<file path="config.mk">
export PLATFORM = sky130hd
export DESIGN_NAME = crc_packet_deframer
export DESIGN_NICKNAME = d
export VERILOG_FILES = /design/src/sv/cpd_pkg.sv /design/src/sv/cpd_parser.sv /design/src/sv/cpd_out_reg.sv /design/src/sv/crc_packet_deframer.sv
export VERILOG_INCLUDE_DIRS = /design/src /design/src/sv
export SDC_FILE = /design/constraint.sdc
export NUM_CORES = 1
export LEC_CHECK = 0
export BUFFER_PORTS_ARGS = -buffer_cell sky130_fd_sc_hd__clkbuf_2
export CAP_MARGIN = 20
export CELL_PAD_IN_SITES_DETAIL_PLACEMENT = 0
export CELL_PAD_IN_SITES_GLOBAL_PLACEMENT = 1
export CORE_MARGIN = 10
export CORE_UTILIZATION = 43
export DETAILED_ROUTE_END_ITERATION = 10
export HOLD_SLACK_MARGIN = 0.1
export PLACE_DENSITY = 0.78
export SLEW_MARGIN = 10
export SYNTH_ARGS = -nofsm -noshare
export SYNTH_HDL_FRONTEND = slang
export SYNTH_SLANG_ARGS = --single-unit
</file>
<file path="constraint.sdc">
create_clock -name clk -period 2.6 [get_ports clk]
set_clock_uncertainty 0.05 [all_clocks]
set_input_delay 0 -clock clk [delete_from_list [all_inputs] [get_ports clk]]
set_output_delay 0 -clock clk [all_outputs]
set_load 0.02 [all_outputs]
</file>
<file path="src/sv/crc_packet_deframer_macros.svh">
// ----------------------------------------------------------------------------
// CRC packet deframer assertion macros
// Shared concurrent assertion forms used by the deframer modules.
// ----------------------------------------------------------------------------
`ifndef CRC_PACKET_DEFRAMER_MACROS_SVH
`define CRC_PACKET_DEFRAMER_MACROS_SVH

// Same-cycle implication, sampled on clk, ignored while rst_n is low.
`define CPD_ASSERT_IMP(lbl, ante, cons, msg) \
    lbl: assert property (@(posedge clk) disable iff (!rst_n) (ante) |-> (cons)) \
        else $error(msg);

// Next-cycle implication, sampled on clk, ignored while rst_n is low.
`define CPD_ASSERT_NXT(lbl, ante, cons, msg) \
    lbl: assert property (@(posedge clk) disable iff (!rst_n) (ante) |=> (cons)) \
        else $error(msg);

`endif

</file>
<file path="src/sv/cpd_pkg.sv">
// ----------------------------------------------------------------------------
// CRC packet deframer package
// Phase and role codes, the result record and the CRC-16 byte update.
// ----------------------------------------------------------------------------
package cpd_pkg;

    localparam logic [7:0]  MARKER_RESET   = 8'h55;
    localparam logic [15:0] CRC_SEED_RESET = 16'h1D0F;
    localparam logic [15:0] CRC_POLY       = 16'h1021;
    localparam logic [8:0]  FRAME_OVERHEAD = 9'd7;

    localparam logic CFG_START_MARKER = 1'b0;
    localparam logic CFG_CRC_SEED     = 1'b1;

    typedef enum logic [6:0] {
        PH_HUNT    = 7'b0000001,
        PH_CODE0   = 7'b0000010,
        PH_CODE1   = 7'b0000100,
        PH_LEN     = 7'b0001000,
        PH_PAYLOAD = 7'b0010000,
        PH_CRC_HI  = 7'b0100000,
        PH_CRC_LO  = 7'b1000000
    } phase_t;

    typedef enum logic [2:0] {
        ROLE_CODE0   = 3'd0,
        ROLE_CODE1   = 3'd1,
        ROLE_LEN     = 3'd2,
        ROLE_PAYLOAD = 3'd3,
        ROLE_STATUS  = 3'd4
    } role_t;

    typedef struct packed {
        logic [7:0] out_byte;
        role_t      byte_role;
        logic       crc_ok;
        logic [8:0] frame_length;
    } result_t;

    // CRC-16, MSB first, one byte folded in over eight shift steps.
    function automatic logic [15:0] crc_byte(input logic [15:0] crc_in,
                                             input logic [7:0]  data);
        logic [15:0] crc;
        crc = crc_in ^ {data, 8'h00};
        for (int i = 0; i < 8; i++)
        begin
            if (crc[15])
                crc = {crc[14:0], 1'b0} ^ CRC_POLY;
            else
                crc = {crc[14:0], 1'b0};
        end
        return crc;
    endfunction

endpackage

</file>
<file path="src/sv/cpd_parser.sv">
// ----------------------------------------------------------------------------
// CRC packet deframer parser
// Frame state machine and running CRC; forms one result per body byte and one status result per frame.
// ----------------------------------------------------------------------------
`include "crc_packet_deframer_macros.svh"

module cpd_parser (
    input  logic              clk,
    input  logic              rst_n,
    input  logic [7:0]        start_marker,
    input  logic [15:0]       crc_seed,
    input  logic              item_valid,
    input  logic [7:0]        item_byte,
    input  logic              res_ready,
    output logic              item_take,
    output logic              res_push,
    output cpd_pkg::result_t  res
);
    import cpd_pkg::*;

    phase_t      phase_reg,       phase_next;
    logic        prev_marker_reg, prev_marker_next;
    logic [15:0] crc_reg,         crc_next;
    logic [7:0]  bytes_left_reg,  bytes_left_next;
    logic [7:0]  payload_len_reg, payload_len_next;
    logic [7:0]  crc_hi_reg,      crc_hi_next;
    logic        res_valid;
    logic [15:0] crc_step;

    assign crc_step = crc_byte(crc_reg, item_byte);

    always_comb
    begin
        phase_next       = phase_reg;
        prev_marker_next = prev_marker_reg;
        crc_next         = crc_reg;
        bytes_left_next  = bytes_left_reg;
        payload_len_next = payload_len_reg;
        crc_hi_next      = crc_hi_reg;
        res_valid        = 1'b0;
        res              = '0;
        res.out_byte     = item_byte;
        unique case (phase_reg)
            PH_CODE0:
            begin
                crc_next      = crc_step;
                phase_next    = PH_CODE1;
                res_valid     = 1'b1;
                res.byte_role = ROLE_CODE0;
            end
            PH_CODE1:
            begin
                crc_next      = crc_step;
                phase_next    = PH_LEN;
                res_valid     = 1'b1;
                res.byte_role = ROLE_CODE1;
            end
            PH_LEN:
            begin
                crc_next         = crc_step;
                payload_len_next = item_byte;
                bytes_left_next  = item_byte;
                phase_next       = (item_byte != 8'd0) ? PH_PAYLOAD : PH_CRC_HI;
                res_valid        = 1'b1;
                res.byte_role    = ROLE_LEN;
            end
            PH_PAYLOAD:
            begin
                crc_next        = crc_step;
                bytes_left_next = bytes_left_reg - 8'd1;
                if (bytes_left_reg == 8'd1)
                    phase_next = PH_CRC_HI;
                res_valid     = 1'b1;
                res.byte_role = ROLE_PAYLOAD;
            end
            PH_CRC_HI:
            begin
                crc_hi_next = item_byte;
                phase_next  = PH_CRC_LO;
            end
            PH_CRC_LO:
            begin
                res_valid        = 1'b1;
                res.out_byte     = 8'd0;
                res.byte_role    = ROLE_STATUS;
                res.crc_ok       = ({crc_hi_reg, item_byte} == crc_reg);
                res.frame_length = {1'b0, payload_len_reg} + FRAME_OVERHEAD;
                phase_next       = PH_HUNT;
                prev_marker_next = 1'b0;
            end
            default:
            begin
                // Hunting; also recovers from any code outside the phase set.
                phase_next = PH_HUNT;
                if (item_byte == start_marker)
                begin
                    if (prev_marker_reg)
                    begin
                        prev_marker_next = 1'b0;
                        crc_next         = crc_seed;
                        phase_next       = PH_CODE0;
                    end
                    else
                    begin
                        prev_marker_next = 1'b1;
                    end
                end
                else
                begin
                    prev_marker_next = 1'b0;
                end
            end
        endcase
    end

    // An item that yields nothing never waits for output space.
    assign item_take = item_valid && (!res_valid || res_ready);
    assign res_push  = item_take && res_valid;

    always_ff @(posedge clk or negedge rst_n)
    begin
        if (!rst_n)
        begin
            phase_reg       <= PH_HUNT;
            prev_marker_reg <= 1'b0;
            crc_reg         <= CRC_SEED_RESET;
            bytes_left_reg  <= 8'd0;
            payload_len_reg <= 8'd0;
            crc_hi_reg      <= 8'd0;
        end
        else if (item_take)
        begin
            phase_reg       <= phase_next;
            prev_marker_reg <= prev_marker_next;
            crc_reg         <= crc_next;
            bytes_left_reg  <= bytes_left_next;
            payload_len_reg <= payload_len_next;
            crc_hi_reg      <= crc_hi_next;
        end
    end

    `CPD_ASSERT_NXT(a_payload_end, item_take && phase_reg == PH_PAYLOAD && bytes_left_reg == 8'd1, phase_reg == PH_CRC_HI, "last payload byte did not lead to the CRC bytes")
    `CPD_ASSERT_NXT(a_status_rehunt, item_take && phase_reg == PH_CRC_LO, phase_reg == PH_HUNT && !prev_marker_reg, "hunting did not resume after a frame")
    `CPD_ASSERT_IMP(a_payload_count, phase_reg == PH_PAYLOAD, bytes_left_reg != 8'd0 && bytes_left_reg <= payload_len_reg, "payload count out of range")

endmodule

</file>
<file path="src/sv/cpd_out_reg.sv">
// ----------------------------------------------------------------------------
// CRC packet deframer output register
// Holds one result for the master side until the receiver takes it.
// ----------------------------------------------------------------------------
`include "crc_packet_deframer_macros.svh"

module cpd_out_reg (
    input  logic              clk,
    input  logic              rst_n,
    input  logic              res_push,
    input  cpd_pkg::result_t  res,
    output logic              res_ready,
    output logic              out_valid,
    input  logic              out_ready,
    output cpd_pkg::result_t  out_res
);
    import cpd_pkg::*;

    logic    valid_reg, valid_next;
    result_t data_reg;

    assign res_ready  = !valid_reg || out_ready;
    assign valid_next = res_push || (valid_reg && !out_ready);

    always_ff @(posedge clk or negedge rst_n)
    begin
        if (!rst_n)
            valid_reg <= 1'b0;
        else
            valid_reg <= valid_next;
    end

    always_ff @(posedge clk)
    begin
        if (res_push)
            data_reg <= res;
    end

    assign out_valid = valid_reg;
    assign out_res   = data_reg;

    `CPD_ASSERT_IMP(a_no_overwrite, res_push, res_ready, "result pushed into a full output register")
    `CPD_ASSERT_NXT(a_push_shows, res_push, valid_reg, "pushed result not presented")
    `CPD_ASSERT_IMP(a_status_fields, valid_reg && data_reg.byte_role != ROLE_STATUS, !data_reg.crc_ok && data_reg.frame_length == 9'd0, "status fields set on a body byte")

endmodule

</file>
<file path="src/sv/crc_packet_deframer.sv">
// ----------------------------------------------------------------------------
// CRC packet deframer
// Finds marker-opened frames in a byte stream and checks their CRC-16.
// ----------------------------------------------------------------------------
// Usage:
//   The slave stream carries one received byte per item. The master stream
//   carries one result per frame body byte (code, code, length, payloads),
//   tagged by role in tuser, and one status item after the last CRC byte
//   with crc_ok and the total frame length. Marker and CRC bytes and bytes
//   outside a frame give no item.
//   An accepted byte is held in the input register, then its result is
//   written to the output register. A byte is processed in every cycle,
//   so throughput is one item per cycle unless a result waits on a
//   stalled receiver; the CRC byte update is the longest path in between.
//   When the receiver stalls, the output register holds its result and the
//   input register takes one more byte; further bytes are held off by
//   s_tready. Bytes that give no result keep flowing during a stall.
//   Reset empties both registers, starts hunting, and loads the marker
//   0x55 and the CRC seed 0x1D0F. Configuration is written through cfg_we,
//   cfg_index and cfg_data while the stream is idle.
// ----------------------------------------------------------------------------
module crc_packet_deframer (
    input  logic        clk,
    input  logic        rst_n,
    input  logic        cfg_we,
    input  logic        cfg_index,
    input  logic [15:0] cfg_data,
    input  logic        s_tvalid,
    output logic        s_tready,
    input  logic [7:0]  s_tdata,   // [7:0] in_byte
    output logic        m_tvalid,
    input  logic        m_tready,
    output logic [23:0] m_tdata,   // [7:0] out_byte, [8] crc_ok, [17:9] frame_length
    output logic [2:0]  m_tuser    // [2:0] byte_role
);
    import cpd_pkg::*;

    logic [7:0]  start_marker_reg;
    logic [15:0] crc_seed_reg;
    logic        in_valid_reg;
    logic [7:0]  in_byte_reg;
    logic        item_take;
    logic        res_push;
    logic        res_ready;
    result_t     res;
    result_t     out_res;

    always_ff @(posedge clk or negedge rst_n)
    begin
        if (!rst_n)
        begin
            start_marker_reg <= MARKER_RESET;
            crc_seed_reg     <= CRC_SEED_RESET;
        end
        else if (cfg_we)
        begin
            unique case (cfg_index)
                CFG_START_MARKER: start_marker_reg <= cfg_data[7:0];
                CFG_CRC_SEED:     crc_seed_reg     <= cfg_data;
                default:          ;
            endcase
        end
    end

    assign s_tready = !in_valid_reg || item_take;

    always_ff @(posedge clk or negedge rst_n)
    begin
        if (!rst_n)
            in_valid_reg <= 1'b0;
        else if (s_tready)
            in_valid_reg <= s_tvalid;
    end

    always_ff @(posedge clk)
    begin
        if (s_tvalid && s_tready)
            in_byte_reg <= s_tdata;
    end

    cpd_parser u_parser (
        .clk          (clk),
        .rst_n        (rst_n),
        .start_marker (start_marker_reg),
        .crc_seed     (crc_seed_reg),
        .item_valid   (in_valid_reg),
        .item_byte    (in_byte_reg),
        .res_ready    (res_ready),
        .item_take    (item_take),
        .res_push     (res_push),
        .res          (res)
    );

    cpd_out_reg u_out_reg (
        .clk       (clk),
        .rst_n     (rst_n),
        .res_push  (res_push),
        .res       (res),
        .res_ready (res_ready),
        .out_valid (m_tvalid),
        .out_ready (m_tready),
        .out_res   (out_res)
    );

    assign m_tdata = {6'd0, out_res.frame_length, out_res.crc_ok, out_res.out_byte};
    assign m_tuser = out_res.byte_role;

endmodule
</file>
=== Word level (Yosys, flattened, before mapping) ===
Index checks and enable logic that the tools add are counted.

* Output and inout port bits: 29
* Register bits after elaboration: 103

* $add $sub $neg: 2
* Bitwise logic cells: 12
* Equality and inequality tests: 10
* Muxes and demuxes: 22
* Reduce and logical (&&, ||, !) cells: 28

{| class="wikitable"
|+ Operators by type and width
! operator !! count
|-
| $mux W13 || 8
|-
| $pmux W7 S6 || 1
|-
| $mux W16 || 2
|-
| $pmux W16 S2 || 1
|-
| $not A3 Y3 || 8
|-
| $eq A16 B16 Y1 || 1
|-
| $pmux W8 S2 || 1
|-
| $xor A16 B16 Y16 || 1
|-
| $mux W7 || 2
|-
| $reduce_and A2 Y1 || 7
|-
| $pmux W3 S4 || 1
|-
| $reduce_or A5 Y1 || 2
|-
| $add A8 B3 Y9 const B || 1
|-
| $eq A8 B1 Y1 const B || 1
|-
| $eq A8 B8 Y1 || 1
|-
| $reduce_bool A8 Y1 || 1
|-
| $sub A8 B1 Y8 const B || 1
|-
| $eq A7 B2 Y1 const B || 1
|-
| $eq A7 B3 Y1 const B || 1
|-
| $eq A7 B4 Y1 const B || 1
|-
| $eq A7 B5 Y1 const B || 1
|-
| $eq A7 B6 Y1 const B || 1
|-
| $eq A7 B7 Y1 const B || 1
|-
| $mux W6 || 1
|-
| other kinds (12) || 27
|}

=== Depth between registers and ports, before layout ===
* Depth in word-level cells: 18
* Gate-level depth with buffers: 8

=== Cells and area by module ===
A second synthesis with hierarchy kept.

* Cells, all modules: 415
* Area total of the unflattened synthesis: 5398.9 sq um

{| class="wikitable"
|+ Modules (own cells, without submodules)
! module !! instances !! cells each !! seq. area each (sq um) !! area an instance (sq um)
|-
| cpd_parser || 1 || 320 || 1212.4 || 3385.7
|-
| crc_packet_deframer || 1 || 71 || 880.8 || 1335.0
|-
| cpd_out_reg || 1 || 24 || 655.6 || 678.2
|}

=== Worst setup path before layout ===
No wires, ideal clock.

* Path kind: register to register
* Start: register u_parser.phase_reg[5]
* End: register u_out_reg.data_reg, in the netlist u_out_reg.out_res[0] (enable)
* Clock period less this slack: 2.736 ns
* Stages on the path, launching flop included: 7
* Data arrival time: 2.288 ns
* Path buffers: 2
* Setup time: 0.399 ns
* Slack: -0.136 ns
* Path through: dfrtp_1 -> buf_6 -> or3_4 -> buf_6 -> o21ai_4 -> nand2_1 -> nor2_1

* Word-level cells in the longest chain between the ends: 7
* Elaborated cells on any way between the ends: 11
* Those cells by class: eq/ne (5); mux (1); reduce/logical (5)

{| class="wikitable"
|+ Ends and longest elaborated chain
! element !! line !! source
|-
| start: declaration || cpd_parser.sv:21 || <nowiki>phase_t phase_reg, phase_next;</nowiki>
|-
| start signal: assignment || cpd_parser.sv:133 || <nowiki>phase_reg <= phase_next;</nowiki>
|-
| $eq A7 B2 Y1, or another cell as far along || cpd_parser.sv:43 || <nowiki>unique case (phase_reg)</nowiki>
|-
| $reduce_or A5 Y1 (no source line) * || -- ||
|-
| $mux W1 * || cpd_parser.sv:43 ||
|-
| $logic_not A1 Y1 || cpd_parser.sv:117 || <nowiki>assign item_take = item_valid && (!res_valid || res_ready);</nowiki>
|-
| $logic_or A1 B1 Y1 || cpd_parser.sv:117 ||
|-
| $logic_and A1 B1 Y1 || cpd_parser.sv:117 ||
|-
| $logic_and A1 B1 Y1 * || cpd_parser.sv:118 || <nowiki>assign res_push = item_take && res_valid;</nowiki>
|-
| named net res_push || crc_packet_deframer.sv:43 || <nowiki>logic res_push;</nowiki>
|-
| end signal: assignment || cpd_out_reg.sv:36 || <nowiki>data_reg <= res;</nowiki>
|-
| end: declaration || cpd_out_reg.sv:20 || <nowiki>result_t data_reg;</nowiki>
|}

The timed path passes the listed nets; every way through them passes the cells marked *.
A chain may end at the register's enable or synchronous reset.

=== Worst setup path in the final report ===
* Start: register u_parser.phase_reg[1]
* End: register u_parser.crc_reg[5]

* Word-level cells in the longest chain between the ends: 7
* Elaborated cells on any way between the ends: 18
* Those cells by class: eq/ne (6); mux (2); bitwise (1); reduce/logical (9)

{| class="wikitable"
|+ Ends and longest elaborated chain
! element !! line !! source
|-
| $eq A7 B2 Y1, or another cell as far along || cpd_parser.sv:43 ||
|-
| $reduce_or A5 Y1 (no source line) || -- ||
|-
| $mux W1 || cpd_parser.sv:43 ||
|-
| $logic_not A1 Y1 || cpd_parser.sv:117 ||
|-
| $logic_or A1 B1 Y1 || cpd_parser.sv:117 ||
|-
| $logic_and A1 B1 Y1 || cpd_parser.sv:117 ||
|-
| $reduce_and A4 Y1 (no source line) || -- ||
|-
| end signal: assignment || cpd_parser.sv:135 || <nowiki>crc_reg <= crc_next;</nowiki>
|-
| end: declaration || cpd_parser.sv:23 || <nowiki>logic [15:0] crc_reg, crc_next;</nowiki>
|}

Parallel ways exist; a longest one is shown, timed or not.

==> results.yml <==
logic_synthesis:
  synth_edf_count: 29
  async_flop_share_pct: 71.8
  ys_ff_latch: 103
  avgSynthCellArea_um2: 12.9
  synth.area.top_cells: "dfrtp_1, edfxtp_1, mux2_2, dfstp_2, xor2_1"
  synth_ff_type: "dfrtp_1"
  yosysSeqAreaShare_pct: 51.9
  yosys.area.top_type: "dfrtp_1"
  ys_types: 51
  netlist_area_um2: 5300
  synth_top_area_share_pct: 25.0
  synthCells: 411
  yosys_warnings: 0
clock_tree:
  cts_htree_levels: 3
  cts_tree: "built"
  clk_latency_ns: 0.34
  cts-buffers-inserted: 9
  path_clk_slew_ns: 0.07
  root_buffer: "clkbuf_16"
  numClockSinks: 103
  cts_resized: 0
  cts_buffer_depth: 2
floorplanning:
  die_h_um: 131
  die_area_um2: 17200
  die_w_um: 131
  initial_core_util_pct: 44.0
  rows: 40
  io-pin-count: 59
  core_um2: 12100
layout:
  drive_gt1_share_pct: 39.6
  finish.utilization_pct: 52.7
  largest_reg_flops: 21
  num-nets-final: 528
  final_cells: 668
  n_antenna_cell: 0
  final_common_cell: "mux2_2"
  area_delta_synth_final_pct: 19.8
  final_cell_area_um2: 6350
  final_cell_mix: "mux2_2, dfrtp_1, clkbuf_2"
worst_setup_path:
  cp-endpoint: "u_parser.crc_reg[5]"
  required_ns: 2.78
  crit_start: "u_parser.phase_reg[1]"
  crit_fanout: 16
  path_class: "flop to flop"
  crit_path_start_kind: "flop"
  rrSetupSlack_ns: 0.29
  endpoint_kind: "flop"
  r2r.worst_path.cells: 6
  r2r_end: "u_parser.crc_reg[5]"
  rr_startpoint: "u_parser.phase_reg[1]"
  cp.arrival_ns: 2.49
worst_hold_path:
  worstHoldPathCells: 3
  hold_class: "input port to flop"
pwr:
  ir_drop_uv: 551
  power_mw: 3.59
  p_leak_nw: 2.70
  cellPowerDensity_nw_per_um2: 566
drt:
  wire_per_inst_um: 17.3
  drc_errors: 0
  num_vias: 3396
  viasPerCell: 5.08
  drt_iter0_markers: 249
  antenna_left: 0
  first_pass_iters: 5
  wirelength_um: 11600
sta:
  finalHoldViolations: 0
  holdWs_ns: 0.165
  tns_ns: 0
  fin_ws_ns: 0.291
  fmax_mhz: 433
  worstMarginPinSlew_ns: 0.965
  maxSlewViolCount: 0
  relSlewSlack_pct: 35.7
  finalCritPeriodShare_pct: 88.8
  setup_violations: 0
  rsz0062_at_grt: "no"
  fin_crit_ns: 2.31
global_routing:
  antenna_found_initial: 0
  grt_max_degree: 75
  grt.overflow.total: 0
  grt_pass1_vias: 3490
  grt_first_pass_wirelength_um: 18200
  grtUsageTotal_pct: 13.7
place:
  numPortBuffers: 52
  dpl.hpwl_um: 8580
  dp_slack_ns: 0.291
  dp.cells: 625
  place_area_um2: 5760
  routabilityCongestion: 0.829
run:
  cap_violations: 0
status:
  status: "complete, no violations"
cells by family after synthesis:
logic type | Yosys count | share of synthesized area [%]
xor gates and xnor gates | 54 | 8.92
AOI/OAI and AO/OA | 40 | 6.02
and+or+nand+nor | 91 | 10.6
muxes | 79 | 17.4
adders and majority gates | 3 | 0.708
DFF | 103 | 51.9
other | 1 | 0.0707
buffers and inverters | 40 | 4.37
routing by layer:
layer | share of wire (%) | track usage [%] | wire, um
met1 | 45 | 17.4 | 5170
met2 | 49 | 22.9 | 5680
met3 | 4.6 | 2.70 | 528
met4 | 1.4 | 4.32 | 166
met5 | 0 | 0 | 0
cells in the mapped netlist (8+ instances only):
cell type,n
o21ai_0,15
and2_1,9
nor2_1,15
dfstp_2,21
mux2_2,65
a21oi_1,9
nor4_1,9
mux2_4,10
clkbuf_1,8
xor2_1,38
dfrtp_1,53
edfxtp_1,29
buf_2,10
inv_1,11
nand2_1,13
xnor2_1,16
critical path, stage by stage (launching register included):
cell and delay, ns:
dfrtp_1 0.49, xor2_1 0.21, a211oi_4 0.38, o21ai_4 0.15
a221oi_4 0.35, buf_12 0.21, mux2_2 0.35
power by group:
group / internal [mW] / total [mW] / switching [mW]
clock network: 0.847 / 1.43 / 0.588
registers: 1.75 / 1.80 / 0.0499
logic: 0.186 / 0.357 / 0.171
total: 2.78 / 3.59 / 0.809
final cells by class:
cell class | instances | area, um^2
clock buffer | 9 | 225
clock inverter | 7 | 95.1
fill | 1022 | 5710
inverter | 11 | 41.3
multi-input combinational | 273 | 2340
sequential | 103 | 2750
tap | 168 | 210
timing repair buffer | 97 | 691
what timing repair did:
item,CTS,global route
setup endpoints to repair,0,0
setup buffers,0,0
endpoints found under the hold margin,87,0
hold buffers,27,0
worst min-delay path by stage:
stage	start	end
5_1_grt	cfg_index	start_marker_reg[5]
4_1_cts	cfg_index	start_marker_reg[5]
2_1_floorplan	rst_n	crc_seed_reg[13]
6_report	cfg_index	start_marker_reg[5]
3_5_place_dp	s_tdata[7]	in_byte_reg[7]
3_3_place_gp	s_tdata[6]	in_byte_reg[6]
Note: power is estimated with default switching activity, not from simulation.
